==> config.mk <==
export PLATFORM = sky130hd
export DESIGN_NAME = fifo_or_shortest_first_queue
export DESIGN_NICKNAME = d
export VERILOG_FILES = /design/src/sfq_pkg.sv /design/src/fifo_or_shortest_first_queue.sv /design/src/sfq_ram.sv /design/src/sfq_ctrl.sv
export SDC_FILE = /design/constraint.sdc
export NUM_CORES = 1
export LEC_CHECK = 0
export BUFFER_PORTS_ARGS = -buffer_cell sky130_fd_sc_hd__buf_2
export CAP_MARGIN = 20
export CORE_MARGIN = 4
export CORE_UTILIZATION = 40
export CTS_CLUSTER_SIZE = 16
export DETAILED_ROUTE_END_ITERATION = 6
export HOLD_SLACK_MARGIN = 0.06
export PLACE_DENSITY = 0.63
export SLEW_MARGIN = 10
export SYNTH_ARGS = -nofsm -noshare
export SYNTH_HDL_FRONTEND = slang
export SYNTH_SLANG_ARGS = --single-unit
==> constraint.sdc <==
create_clock -name clk -period 9.5 [get_ports clk]
set_input_delay 0.475 -clock clk [delete_from_list [all_inputs] [get_ports clk]]
set_output_delay 0.475 -clock clk [all_outputs]
set_load 0.01 [all_outputs]
==> src/sfq_pkg.sv <==
// ----------------------------------------------------------------------------
// sfq_pkg
// Shared types and constants of the FIFO / shortest-first task queue.
// ----------------------------------------------------------------------------
package sfq_pkg;

    localparam int QUEUE_DEPTH_DEF = 16;
    localparam int TAG_W           = 8;
    localparam int BURST_W         = 16;

    typedef enum logic
    {
        CMD_ENQ = 1'b0,
        CMD_DEQ = 1'b1
    } cmd_t;

    typedef enum logic [2:0]
    {
        ST_IDLE,
        ST_EXEC,
        ST_WALK,
        ST_TAIL,
        ST_RESP
    } state_t;

    typedef struct packed
    {
        logic [TAG_W-1:0]   tag;
        logic [BURST_W-1:0] burst;
    } entry_t;

    localparam int ENTRY_W = $bits(entry_t);

    typedef struct packed
    {
        logic               valid;
        logic [TAG_W-1:0]   tag;
        logic [BURST_W-1:0] burst;
        logic               empty;
        logic               error;
    } result_t;

endpackage

==> src/fifo_or_shortest_first_queue.sv <==
// ----------------------------------------------------------------------------
// fifo_or_shortest_first_queue
// Bounded ready queue of tasks in FIFO or shortest-burst-first order.
// ----------------------------------------------------------------------------
// Usage:
//   Input channel (in_valid / in_ready) carries one command per transaction:
//   cmd = enqueue {task_tag, burst_time} or dequeue the head task.
//   Output channel (res_valid / res_ready) returns one transaction per
//   command: the dequeued task (out_valid, out_tag, out_burst), is_empty
//   after the command, and error_flag for an enqueue into a full queue
//   (task dropped) or a dequeue from an empty queue.
//   cfg_wr_en / cfg_wr_data write sort_mode (0 arrival order, 1 ascending
//   burst with ties in arrival order); write it only while idle.
// Timing:
//   Dequeue, FIFO enqueue and any error pass from EXEC straight to RESP,
//   which loads the result register; a sorted enqueue into a non-empty
//   queue first walks forward through the entry RAM in WALK, one held entry
//   per cycle, and writes the last entry in TAIL. in_ready rises again with
//   the load, so a new command is accepted only once the last one is done.
// Reset:
//   Clears the count, head pointer, sort_mode and the result valid; the RAM
//   and the result payload are not cleared, and entries are read only below
//   the count.
// Stall:
//   A held result waits in the output register; a finished command holds
//   in its response step until the register frees, and no new command is
//   accepted meanwhile.
// ----------------------------------------------------------------------------
module fifo_or_shortest_first_queue #(
    parameter int QUEUE_DEPTH = sfq_pkg::QUEUE_DEPTH_DEF
) (
    input  logic                        clk,
    input  logic                        rst_n,
    input  logic                        cfg_wr_en,
    input  logic                        cfg_wr_data,
    input  logic                        in_valid,
    output logic                        in_ready,
    input  logic                        cmd,
    input  logic [sfq_pkg::TAG_W-1:0]   task_tag,
    input  logic [sfq_pkg::BURST_W-1:0] burst_time,
    output logic                        res_valid,
    input  logic                        res_ready,
    output logic                        out_valid,
    output logic [sfq_pkg::TAG_W-1:0]   out_tag,
    output logic [sfq_pkg::BURST_W-1:0] out_burst,
    output logic                        is_empty,
    output logic                        error_flag
);

    import sfq_pkg::*;

    localparam int AW = $clog2(QUEUE_DEPTH);
    localparam int CW = $clog2(QUEUE_DEPTH + 1);

    logic          sort_mode_reg, sort_mode_next;
    logic          res_valid_reg, res_valid_next;
    result_t       out_reg;
    logic          slot_free;
    logic          res_load;
    result_t       res;
    logic [CW-1:0] count;
    logic          ram_we;
    logic [AW-1:0] ram_waddr;
    logic [AW-1:0] ram_raddr;
    entry_t        ram_wdata;
    entry_t        ram_rdata;

    // Entry store: one RAM, head-relative circular layout
    sfq_ram #(
        .WIDTH (ENTRY_W),
        .DEPTH (QUEUE_DEPTH)
    ) u_ram (
        .clk   (clk),
        .we    (ram_we),
        .waddr (ram_waddr),
        .wdata (ram_wdata),
        .raddr (ram_raddr),
        .rdata (ram_rdata)
    );

    sfq_ctrl #(
        .QUEUE_DEPTH (QUEUE_DEPTH)
    ) u_ctrl (
        .clk        (clk),
        .rst_n      (rst_n),
        .in_valid   (in_valid),
        .in_ready   (in_ready),
        .cmd        (cmd),
        .task_tag   (task_tag),
        .burst_time (burst_time),
        .sort_mode  (sort_mode_reg),
        .ram_we     (ram_we),
        .ram_waddr  (ram_waddr),
        .ram_wdata  (ram_wdata),
        .ram_raddr  (ram_raddr),
        .ram_rdata  (ram_rdata),
        .slot_free  (slot_free),
        .res_load   (res_load),
        .res        (res),
        .count      (count)
    );

    // Output register is free when empty or being drained this cycle
    assign slot_free = !res_valid_reg || res_ready;

    always_comb
    begin
        sort_mode_next = cfg_wr_en ? cfg_wr_data : sort_mode_reg;
        if (res_load)
        begin
            res_valid_next = 1'b1;
        end
        else if (res_ready)
        begin
            res_valid_next = 1'b0;
        end
        else
        begin
            res_valid_next = res_valid_reg;
        end
    end

    always_ff @(posedge clk or negedge rst_n)
    begin
        if (!rst_n)
        begin
            sort_mode_reg <= 1'b0;
            res_valid_reg <= 1'b0;
        end
        else
        begin
            sort_mode_reg <= sort_mode_next;
            res_valid_reg <= res_valid_next;
        end
    end

    // Hold the payload until a new result is loaded
    always_ff @(posedge clk)
    begin
        if (res_load)
        begin
            out_reg <= res;
        end
    end

    assign res_valid  = res_valid_reg;
    assign out_valid  = out_reg.valid;
    assign out_tag    = out_reg.tag;
    assign out_burst  = out_reg.burst;
    assign is_empty   = out_reg.empty;
    assign error_flag = out_reg.error;

    // Never overwrite a result that is still waiting
    a_load_into_free: assert property (@(posedge clk) disable iff (!rst_n)
        res_load |-> slot_free)
        else $error("result loaded over a pending transaction");

    // Count stays within the queue depth
    a_count_bound: assert property (@(posedge clk) disable iff (!rst_n)
        count <= CW'(QUEUE_DEPTH))
        else $error("entry count beyond queue depth");

    // A returned task and an error never come together
    a_valid_xor_err: assert property (@(posedge clk) disable iff (!rst_n)
        res_valid |-> !(out_valid && error_flag))
        else $error("result carries both a task and an error");

    // A loaded result is presented in the next cycle
    a_load_shows: assert property (@(posedge clk) disable iff (!rst_n)
        res_load |=> res_valid)
        else $error("loaded result not presented");

    // No result is produced while the block waits for a command
    a_idle_no_load: assert property (@(posedge clk) disable iff (!rst_n)
        in_ready |-> !res_load)
        else $error("result loaded while idle");

endmodule

==> src/sfq_ram.sv <==
// ----------------------------------------------------------------------------
// sfq_ram
// Generic single-write, single-read synchronous RAM with registered read.
// ----------------------------------------------------------------------------
module sfq_ram #(
    parameter int  WIDTH = 24,
    parameter int  DEPTH = 16,
    localparam int AW    = (DEPTH > 1) ? $clog2(DEPTH) : 1
) (
    input  logic             clk,
    input  logic             we,
    input  logic [AW-1:0]    waddr,
    input  logic [WIDTH-1:0] wdata,
    input  logic [AW-1:0]    raddr,
    output logic [WIDTH-1:0] rdata
);

    logic [WIDTH-1:0] mem_reg [DEPTH];
    logic [WIDTH-1:0] rdata_reg;

    always_ff @(posedge clk)
    begin
        if (we)
        begin
            mem_reg[waddr] <= wdata;
        end
        rdata_reg <= mem_reg[raddr];
    end

    assign rdata = rdata_reg;

endmodule

==> src/sfq_ctrl.sv <==
// ----------------------------------------------------------------------------
// sfq_ctrl
// Sequencer of the task queue: circular head pointer and count, and a
// forward walk that ripples entries up by one for a sorted insert.
// ----------------------------------------------------------------------------
module sfq_ctrl #(
    parameter int  QUEUE_DEPTH = sfq_pkg::QUEUE_DEPTH_DEF,
    localparam int AW          = $clog2(QUEUE_DEPTH),
    localparam int CW          = $clog2(QUEUE_DEPTH + 1)
) (
    input  logic                        clk,
    input  logic                        rst_n,
    input  logic                        in_valid,
    output logic                        in_ready,
    input  logic                        cmd,
    input  logic [sfq_pkg::TAG_W-1:0]   task_tag,
    input  logic [sfq_pkg::BURST_W-1:0] burst_time,
    input  logic                        sort_mode,
    output logic                        ram_we,
    output logic [AW-1:0]               ram_waddr,
    output sfq_pkg::entry_t             ram_wdata,
    output logic [AW-1:0]               ram_raddr,
    input  sfq_pkg::entry_t             ram_rdata,
    input  logic                        slot_free,
    output logic                        res_load,
    output sfq_pkg::result_t            res,
    output logic [CW-1:0]               count
);

    import sfq_pkg::*;

    localparam int SW = AW + 1;

    state_t        state_reg, state_next;
    logic [AW-1:0] head_reg, head_next;
    logic [CW-1:0] count_reg, count_next;
    logic [CW-1:0] walk_idx_reg, walk_idx_next;
    logic          found_reg, found_next;
    entry_t        carry_reg, carry_next;
    entry_t        new_reg, new_next;
    cmd_t          cmd_reg, cmd_next;
    result_t       res_reg, res_next;
    logic [CW-1:0] walk_idx_inc;

    // Map a queue position to a RAM address (head-relative, wrapping).
    function automatic logic [AW-1:0] phys(input logic [AW-1:0] head,
                                           input logic [CW-1:0] idx);
        logic [SW-1:0] sum;
        sum = SW'(head) + SW'(idx);
        if (sum >= SW'(QUEUE_DEPTH))
        begin
            sum = sum - SW'(QUEUE_DEPTH);
        end
        return sum[AW-1:0];
    endfunction

    assign walk_idx_inc = walk_idx_reg + CW'(1);

    always_ff @(posedge clk or negedge rst_n)
    begin
        if (!rst_n)
        begin
            state_reg <= ST_IDLE;
            head_reg  <= '0;
            count_reg <= '0;
        end
        else
        begin
            state_reg <= state_next;
            head_reg  <= head_next;
            count_reg <= count_next;
        end
    end

    always_ff @(posedge clk)
    begin
        walk_idx_reg <= walk_idx_next;
        found_reg    <= found_next;
        carry_reg    <= carry_next;
        new_reg      <= new_next;
        cmd_reg      <= cmd_next;
        res_reg      <= res_next;
    end

    // Next state
    always_comb
    begin
        state_next = state_reg;
        case (state_reg)
            ST_IDLE:
            begin
                if (in_valid)
                begin
                    state_next = ST_EXEC;
                end
            end
            ST_EXEC:
            begin
                if (cmd_reg == CMD_ENQ && sort_mode && count_reg != '0 &&
                    count_reg != CW'(QUEUE_DEPTH))
                begin
                    state_next = ST_WALK;
                end
                else
                begin
                    state_next = ST_RESP;
                end
            end
            ST_WALK:
            begin
                if (walk_idx_inc == count_reg)
                begin
                    state_next = ST_TAIL;
                end
            end
            ST_TAIL:
            begin
                state_next = ST_RESP;
            end
            ST_RESP:
            begin
                if (slot_free)
                begin
                    state_next = ST_IDLE;
                end
            end
            default:
            begin
                state_next = ST_IDLE;
            end
        endcase
    end

    // Datapath and outputs
    always_comb
    begin
        head_next     = head_reg;
        count_next    = count_reg;
        walk_idx_next = walk_idx_reg;
        found_next    = found_reg;
        carry_next    = carry_reg;
        new_next      = new_reg;
        cmd_next      = cmd_reg;
        res_next      = res_reg;
        ram_we        = 1'b0;
        ram_waddr     = phys(head_reg, count_reg);
        ram_wdata     = new_reg;
        ram_raddr     = head_reg;
        res_load      = 1'b0;

        case (state_reg)
            ST_IDLE:
            begin
                // head is read every idle cycle so it is ready in EXEC
                if (in_valid)
                begin
                    new_next.tag   = task_tag;
                    new_next.burst = burst_time;
                    cmd_next       = cmd_t'(cmd);
                    res_next       = '0;
                end
            end
            ST_EXEC:
            begin
                if (cmd_reg == CMD_DEQ)
                begin
                    if (count_reg == '0)
                    begin
                        res_next.error = 1'b1;
                    end
                    else
                    begin
                        res_next.valid = 1'b1;
                        res_next.tag   = ram_rdata.tag;
                        res_next.burst = ram_rdata.burst;
                        head_next      = (head_reg == AW'(QUEUE_DEPTH - 1)) ?
                                         '0 : head_reg + AW'(1);
                        count_next     = count_reg - CW'(1);
                    end
                end
                else if (count_reg == CW'(QUEUE_DEPTH))
                begin
                    res_next.error = 1'b1;
                end
                else if (!sort_mode || count_reg == '0)
                begin
                    // append at the tail
                    ram_we     = 1'b1;
                    count_next = count_reg + CW'(1);
                end
                else
                begin
                    // restart the read at the head and walk forward
                    walk_idx_next = '0;
                    found_next    = 1'b0;
                end
            end
            ST_WALK:
            begin
                ram_waddr = phys(head_reg, walk_idx_reg);
                if (found_reg)
                begin
                    ram_we     = 1'b1;
                    ram_wdata  = carry_reg;
                    carry_next = ram_rdata;
                end
                else if (ram_rdata.burst > new_reg.burst)
                begin
                    ram_we     = 1'b1;
                    ram_wdata  = new_reg;
                    carry_next = ram_rdata;
                    found_next = 1'b1;
                end
                ram_raddr     = phys(head_reg, walk_idx_inc);
                walk_idx_next = walk_idx_inc;
            end
            ST_TAIL:
            begin
                // the displaced last entry, or the new task if nothing was greater
                ram_we     = 1'b1;
                ram_wdata  = found_reg ? carry_reg : new_reg;
                count_next = count_reg + CW'(1);
            end
            ST_RESP:
            begin
                res_load = slot_free;
            end
            default:
            begin
                res_load = 1'b0;
            end
        endcase
    end

    always_comb
    begin
        res       = res_reg;
        res.empty = (count_reg == '0);
    end

    assign in_ready = (state_reg == ST_IDLE);
    assign count    = count_reg;

endmodule
=== Word level (Yosys, flattened, before mapping) ===
Memory sizes are Yosys's and may differ from the RTL's. A register that Yosys moved wholly into a read port is not among the register bits.
Cells that the tools add are included.

* Mux-type cells: 47
* $add $sub $neg: 10
* Equality and inequality tests: 21
* Order comparisons: 4
* Reductions and logical operators: 24
* Bitwise gates (word level): 2

{| class="wikitable"
|+ Operator list
! operator !! count
|-
| 24-bit 2-to-1 mux || 4
|-
| 25-bit 2-to-1 mux || 2
|-
| 25-bit one-hot mux with 2 select lines || 1
|-
| 5-bit 2-to-1 mux || 7
|-
| 27-bit 2-to-1 mux || 1
|-
| 4-bit 2-to-1 mux || 6
|-
| 5-bit one-hot mux with 2 select lines || 2
|-
| 16-bit greater-than comparator || 1
|-
| 1-bit 2-to-1 mux || 16
|-
| 4-bit AND reduction || 4
|-
| 4-bit by 5-bit adder with 5-bit output || 3
|-
| 5-bit >= comparator, second input constant || 3
|-
| 3-bit one-hot mux with 5 select lines || 1
|-
| 3-bit 2-to-1 mux || 4
|-
| 4-bit by 1-bit subtractor with 4-bit output, second input constant || 3
|-
| 5-bit by 1-bit adder with 5-bit output, second input constant || 2
|-
| 2-bit inequality test, second input constant || 5
|-
| 2-bit nonzero test || 5
|-
| 3-bit by 2-bit equality test with 1-bit output, second input constant || 2
|-
| 2-bit by 1-bit inequality test with 1-bit output, second input constant || 3
|-
| 3-bit by 1-bit inequality test with 1-bit output, second input constant || 2
|-
| 3-bit inequality test, second input constant || 2
|-
| 3-bit AND reduction || 2
|-
| 5-bit equality test || 1
|-
| other kinds (19) || 26
|}

* Input bits: 31
* Word-level logic and storage cells: 130
* Output and inout bits: 29
* Memories: 1
* Bits in registers: 122
* Memory bits (writable): 384

{| class="wikitable"
|+ Memory list
! memory !! words !! bits a word !! read ports !! clocked after Yosys merged registers in !! wr ports !! line !! text
|-
| u_ram.mem_reg || 16 || 24 || 1 || 1 || 1 || sfq_ram.sv:18 || <nowiki>logic [WIDTH-1:0] mem_reg [DEPTH];</nowiki>
|}

=== Longest topological paths before layout ===
Gate-level depths: netlist of run 1.

* Depth in word-level cells: 8
* Depth in mapped cells: 13
* Mapped depth without buffers: 10

=== Hierarchy ===
A second synthesis of run 1 with hierarchy kept.

* Cells, all modules: 1005
* Area total of the unflattened synthesis: 20372.0 µm²

{| class="wikitable"
|+ Modules (own cells, without submodules)
! module !! area an instance (µm²) !! times used !! cells an instance
|-
| sfq_ram || 14930.6 || 1 || 636
|-
| sfq_ctrl || 4553.1 || 1 || 337
|-
| fifo_or_shortest_first_queue || 888.4 || 1 || 32
|}

=== Worst setup path after synthesis of run 1 ===
OpenSTA, ideal clock, no wires.

* Path type: reg-to-reg
* From: reg u_ctrl.state_reg[2]
* To: mem u_ram.mem_reg[0][0] (enable)
* Setup time: 0.466 ns
* Stages on the path, launching flop included: 13
* Arrival: 4.719 ns
* Required time: 9.034 ns
* Slack: 4.316 ns
* Buffers on the path: 3
* Period minus slack after synthesis: 5.184 ns
* Path through: dfrtp_1 > buf_6 > nor3b_2 > buf_6 > clkbuf_1 > nor2_1 > a21o_1 > ha_1 > a21o_1 > a21oi_1 > xnor2_1 > xnor2_1 > nor4_1

* Cells in the longest elaborated chain, start to end: 4
* Elaborated cells between the ends (all ways): 7
* Those cells by class: eq/ne: 3; mux: 4

{| class="wikitable"
|+ Ends and longest elaborated chain
! what !! line !! text
|-
| start, declared || sfq_ctrl.sv:34 || <nowiki>state_t state_reg, state_next;</nowiki>
|-
| start signal, assigned || sfq_ctrl.sv:69 || <nowiki>state_reg <= state_next;</nowiki>
|-
| 3-bit by 2-bit equality test with 1-bit output or 3-bit by 1-bit equality test with 1-bit output (tied branches) || sfq_ctrl.sv:151 || <nowiki>case (state_reg)</nowiki>
|-
| 1-bit one-hot mux with 3 select lines || sfq_ctrl.sv:151 ||
|-
| 1-bit 2-to-1 mux || sfq_ram.sv:23 || <nowiki>if (we)</nowiki>
|-
| 1-bit 2-to-1 mux (implied by the code) || sfq_ram.sv:25 || <nowiki>mem_reg[waddr] <= wdata;</nowiki>
|-
| end, declared || sfq_ram.sv:18 ||
|}

Parallel ways exist; a longest one is shown, timed or not.

=== Worst setup path after layout of run 1 ===
* From: reg u_ctrl.state_reg[2]
* To: mem u_ram.mem_reg[7][7] (enable)

Same word-level chain as after synthesis.

==> impl_metrics.yaml, run 1 <==
clock_tree:
  cts-htree-levels: 2
  clockBufferDepth: 3
  cts.sinks: 530
  clkTransAtPathRegs_ns: 0.06
  cts_setup_buffers: 0
  cts_buffers: 51
  clock_latency_ns: 0.58
  cts_tree: "yes"
  cts-root-buf: "clkbuf_16"
run:
  max_cap_viol_count: 0
cells_and_area:
  fin_area_sq_um: 23800
  drive_above_1_share_pct: 14.7
  n_antenna_cell: 0
  fillers: 4461
  multi_input_comb_area_sq_um: 4900
  area.growth.synth_to_final_pct: 13.9
  seq_area_sq_um: 15600
  largest_register_ffs: 384
  final_nets: 1618
  mostFrequentLayoutCells: "edfxtp_1 (492), nand2_1 (305), a21oi_1 (109), nand3_1 (101), buf_2 (59)"
  final_common_cell: "edfxtp_1"
  instances_no_fill: 2281
sta:
  finalCritPeriodShare_pct: 42.5
  max_freq_mhz: 248
  tightest_slew_ns: 0.995
  rsz0062_at_grt: "no"
  max_slew_margin_pct: 33.2
  slew_viol_final: 0
  hold_viol_final: 0
  min_period_ns: 4.03
  setup_slack_ns: 5.47
  setup_viol: 0
  skew_ns: 0.0198
  whs_ns: 0.0854
  fin_tns_setup_ns: 0
die:
  die_h_microns: 237
  die_w_microns: 237
  ios: 60
  start_util_pct: 40.6
  rows: 83
  core_area_sq_um: 51500
  die_area_sq_um: 56000
place:
  globalplace.congestion: 0.854
  post-place-ws_ns: 5.51
  dp_hpwl_mm: 26.9
  numPortBuffers: 59
  placed_area_sq_um: 22000
  dp_cells: 2168
logic_synthesis:
  synth_cell_types: 52
  yosysWarnings: 0
  synthAdderAreaFrac_pct: 1.75
  synth_top_family_by_area: "simple AND/OR/NAND/NOR gates"
  synth_cells: 1482
  syn_avg_cell_area_sq_um: 14.1
  synthSimpleGateAreaFrac_pct: 11.3
  yosys_register_bits: 530
  syn-cell-area_sq_um: 20900
  synth_compound_area_share_pct: 6.70
  synth_nets: 1541
  synthMuxAreaShare_pct: 2.00
  seq_area_frac_synth_pct: 74.6
  synth_xor_area_share_pct: 0.921
grt:
  grt_pass1_vias: 12200
  grt_max_degree: 75
  antenna_found_initial: 1
  grt_pass1_wl_mm: 74.2
  grt-ovfl-total: 0
  grtUsageTotal_pct: 17.0
worst_setup_path:
  r2r-end: "u_ram.mem_reg[7][7]$_DFFE_PP_"
  crit_path_start_kind: "register"
  rrSetupSlack_ns: 5.47
  crit_path_start: "u_ctrl.state_reg[2]$_DFFE_PN0P_"
  rr_worst_depth: 11
  endpoint: "u_ram.mem_reg[7][7]$_DFFE_PP_"
  path_class: "reg2reg"
  arrival_ns: 4.27
  worstPathMaxFanout: 18
  endpoint_kind: "register"
  worstPathRequired_ns: 9.74
  regToRegStartpoint: "u_ctrl.state_reg[2]$_DFFE_PN0P_"
drt:
  vias: 12400
  met3_length_mm: 3.95
  wl_met2_mm: 23.4
  wl_per_cell_microns: 21.2
  drt_iter0_markers: 1023
  drt-pass1-iter-count: 5
  wl_mm: 48.4
  top_layer_used: "met4"
  wl_met1_mm: 19.8
  viasPerCell: 5.43
  drc: 0
  postRouteAntennaNets: 0
power_and_ir_drop:
  peakVddDrop_mv: 0.211
  p_leak_nw: 8.08
  p_per_area_nw_per_um2: 360
outcome:
  status: "complete, no violations"
worst_hold_path:
  holdCritPathClass: "in2reg"
[how the worst min path moves through the flow]
| stage | start | endpoint | depth (start not counted) |
|---|---|---|---|
| floorplan | rst_n | res_valid$_DFFE_PN0P_ | 0 |
| global placement | rst_n | sort_mode_reg$_DFFE_PN0P_ | 1 |
| detailed placement | rst_n | res_valid$_DFFE_PN0P_ | 1 |
| CTS | burst_time[15] | u_ctrl.new_reg[15]$_DFFE_PP_ | 1 |
| global route | burst_time[15] | u_ctrl.new_reg[15]$_DFFE_PP_ | 1 |
| finish | burst_time[15] | u_ctrl.new_reg[15]$_DFFE_PP_ | 1 |
[layout make-up]
cell class                      count  area share, %
Timing Repair Buffer              109           3.00
Tap cell                          680           3.57
Clock buffer                       75           6.03
Sequential cell                   530           65.5
Multi-Input combinational cell    839           20.6
Clock inverter                     20          0.924
Inverter                           28          0.441
[worst max-delay path: stages (launching register included)]
cell,delay [ns]
dfrtp_1,0.47
nor3b_2,0.21
buf_4,0.30
nor2_1,0.07
a21o_1,0.17
ha_1,0.28
a21o_1,0.17
a21oi_1,0.18
xnor2_1,0.19
xnor2_1,0.32
nor3_2,0.85
buf_4,0.46
[logic make-up after synthesis]
family,Yosys count
flops,530
simple gates,528
compound gates,226
buf+inv,113
mux,35
fa+ha+maj,28
xor+xnor,22
[cells in the mapped netlist, drive strengths merged]
library cell,count,share of area [%]
and3,4,0.12
a41oi,1,0.042
o21bai,1,0.036
nor2,18,0.33
nand2,305,5.5
a21o,2,0.072
mux2i,6,0.42
nand3,101,2.4
inv,28,0.50
or3b,1,0.042
a21oi,109,2.6
and2,26,0.78
mux2,29,1.6
nand2b,5,0.15
dfxtp,24,2.3
nor3b,2,0.096
a31oi,2,0.090
ha,26,1.6
xnor2,10,0.42
buf,63,1.8
a21bo,1,0.048
nand3b,2,0.072
or4,1,0.036
dfrtp,14,1.7
nor4,10,0.30
edfxtp,492,71
nor3,14,0.33
a221oi,48,2.3
clkbuf,22,0.40
or4b,1,0.048
fa,2,0.19
nor4b,1,0.042
a211oi,1,0.036
nand4,32,0.96
or2,2,0.060
o22ai,1,0.030
nor2b,3,0.090
xor2,12,0.50
o21ai,60,1.4
[per-stage QoR]
step | util (%) | total power (W)
floorplan | - | 0.00558
global placement | 42.7 | 0.00654
detailed placement | 42.7 | 0.00661
CTS | 46.3 | 0.00861
global route | 46.3 | 0.00908
finish | 46.3 | 0.00858
[routing by layer]
| metal | global-route usage, % | vias up |
|---|---|---|
| li1 | - | 5664 |
| met1 | 23.0 | 6173 |
| met2 | 27.9 | 472 |
| met3 | 3.19 | 87 |
| met4 | 5.52 | 0 |
| met5 | 0 | - |
[timing repair]
item,in CTS,in global routing
hold buffers,18,0
endpoints found under the setup margin,0,0
endpoints found under the hold margin,31,0
gates resized for setup,0,0
[where the power goes]
part | switching (W) | internal (W)
logic | 0.00227 | 0.000898
registers | 0.000190 | 0.00323
clock network | 0.000837 | 0.00116
(Power assumes the default switching activity.)
==> run 2: changes to the inputs <==
Settings changed: PLACE_DENSITY 0.63 to 0.65.
Clock period 9.5 ns to 3.5 ns, I/O delays scaled along.
==> run 2 against run 1 <==
Effect of this change: setup slack worse by 5.2 ns; clock skew up 0.0019 ns; flip-flop and latch count unchanged; total power rose to 2.8 times the previous value; final area up 3.3%; non-clock buffer count up 40; via count up 1.3%; highest routed layer unchanged.
==> impl_metrics.yaml, run 2 (same netlist as run 1, synthesis figures left out) <==
outcome:
  status: "complete, no violations"
drt:
  viasPerCell: 5.41
  drc: 0
  postRouteAntennaNets: 0
  wl_per_cell_microns: 20.9
  vias: 12600
  drt-pass1-iter-count: 5
  wl_mm: 48.6
  drt_iter0_markers: 1063
clock_tree:
  clkTransAtPathRegs_ns: 0.06
  cts.sinks: 530
  cts-htree-levels: 2
  clockBufferDepth: 3
  clock_latency_ns: 0.60
  cts_buffers: 51
  cts-root-buf: "clkbuf_16"
  cts_tree: "yes"
power_and_ir_drop:
  p_per_area_nw_per_um2: 986
  p_leak_nw: 8.45
  peakVddDrop_mv: 0.575
worst_setup_path:
  rr_worst_depth: 10
  worstPathRequired_ns: 3.78
  arrival_ns: 3.49
  crit_path_start_kind: "register"
  path_class: "reg2reg"
  worstPathMaxFanout: 10
  endpoint_kind: "register"
cells_and_area:
  n_antenna_cell: 0
  final_common_cell: "edfxtp_1"
  drive_above_1_share_pct: 16.3
  fin_util_pct: 47.8
  final_nets: 1658
  mostFrequentLayoutCells: "edfxtp_1 (492), nand2_1 (305), a21oi_1 (108), nand3_1 (101), buf_2 (59)"
  fillers: 4394
  area.growth.synth_to_final_pct: 17.7
  largest_register_ffs: 384
grt:
  grt-ovfl-total: 0
  grt_pass1_vias: 12500
  grtUsageTotal_pct: 16.9
  antenna_found_initial: 0
  grt_max_degree: 64
  grt_pass1_wl_mm: 74.1
sta:
  rsz0062_at_grt: "no"
  fin_tns_setup_ns: 0
  finalCritPeriodShare_pct: 91.8
  setup_viol: 0
  tightest_slew_ns: 0.962
  max_freq_mhz: 311
  skew_ns: 0.0217
  hold_viol_final: 0
  slew_viol_final: 0
  max_slew_margin_pct: 35.2
  min_period_ns: 3.21
die:
  die_w_microns: 237
  die_area_sq_um: 56000
  start_util_pct: 40.6
  rows: 83
  die_h_microns: 237
  core_area_sq_um: 51500
  ios: 60
place:
  numPortBuffers: 59
  dp_hpwl_mm: 29.3
  globalplace.congestion: 0.833
worst_hold_path:
  holdPathStages: 2
  holdCritPathClass: "in2reg"
run:
  max_cap_viol_count: 0
## run 2: layout make-up
type | instances | area, sq um | share of cell area, %
clock buffer | 66 | 1360 | 5.53
clock inverter | 29 | 279 | 1.13
inverter | 28 | 105 | 0.427
multi-input combinational | 839 | 5100 | 20.7
sequential | 530 | 15600 | 63.4
tap | 680 | 851 | 3.46
timing repair buffer | 149 | 1320 | 5.38
## run 2: path summary, 6_finish.rpt
kind	startpoint	endpoint	slack, ns
min in group asynchronous	rst_n	u_ctrl.count[1]$_DFFE_PN0P_	0.71
hold reg to reg	u_ctrl.res[0]$_SDFFCE_PN1P_	error_flag$_DFFE_PP_	0.42
setup / recovery	u_ctrl.state_reg[1]$_DFFE_PN0P_	u_ram.mem_reg[5][5]$_DFFE_PP_	0.29
hold / removal	task_tag[2]	u_ctrl.new_reg[18]$_DFFE_PP_	0.29
setup reg to reg	u_ctrl.state_reg[1]$_DFFE_PN0P_	u_ram.mem_reg[5][5]$_DFFE_PP_	0.29
max in group asynchronous	rst_n	u_ctrl.count[4]$_DFFE_PN0P_	2.35
## run 2: repair_timing
item / in CTS / in global routing
hold buffers: 31 / 0
hold endpoints to repair: 43 / 0
buffers inserted: 0 / 0
gates resized for setup: 0 / 1
endpoints found under the setup margin: 0 / 53
## run 2: per-stage QoR
stage / instance area (sq um) / worst slack [ns] / std cells / total power, W / hold WS [ns]
finish: 24600 / 0.289 / 2321 / 0.0243 / 0.289
global route: 24600 / 0.0743 / 2321 / 0.0257 / 0.272
CTS: 24600 / 0.213 / 2321 / 0.0244 / 0.259
detailed placement: 22700 / 0.272 / 2195 / 0.0190 / 0.0967
global placement: 22700 / 0.346 / 2195 / 0.0187 / 0.0854
floorplan: 21200 / 0.00228 / 1482 / 0.0158 / -0.121
## run 2: layer usage
metal / global-route usage [%] / up-vias / wire, microns
li1: - / 5744 / -
met1: 23.6 / 6344 / 21100
met2: 27.8 / 407 / 23600
met3: 3.06 / 61 / 3190
met4: 3.91 / 0 / 750
met5: 0 / - / 0
## run 2: critical path: stages, from the launching register on
cell and delay [ns]:
dfrtp_1 0.48, nor3b_4 0.35, nand2_1 0.09, o21ai_0 0.10, ha_1 0.21, inv_1 0.06, fa_1 0.45, xnor2_2 0.27
nand3_1 0.25, nor3_4 0.37, buf_4 0.27
## run 2: report_power, final
part | total [W] | internal (W) | switching (W)
Sequential | 0.00932 | 0.00876 | 0.000566
Clock | 0.00537 | 0.00306 | 0.00231
Combinational | 0.00960 | 0.00303 | 0.00657
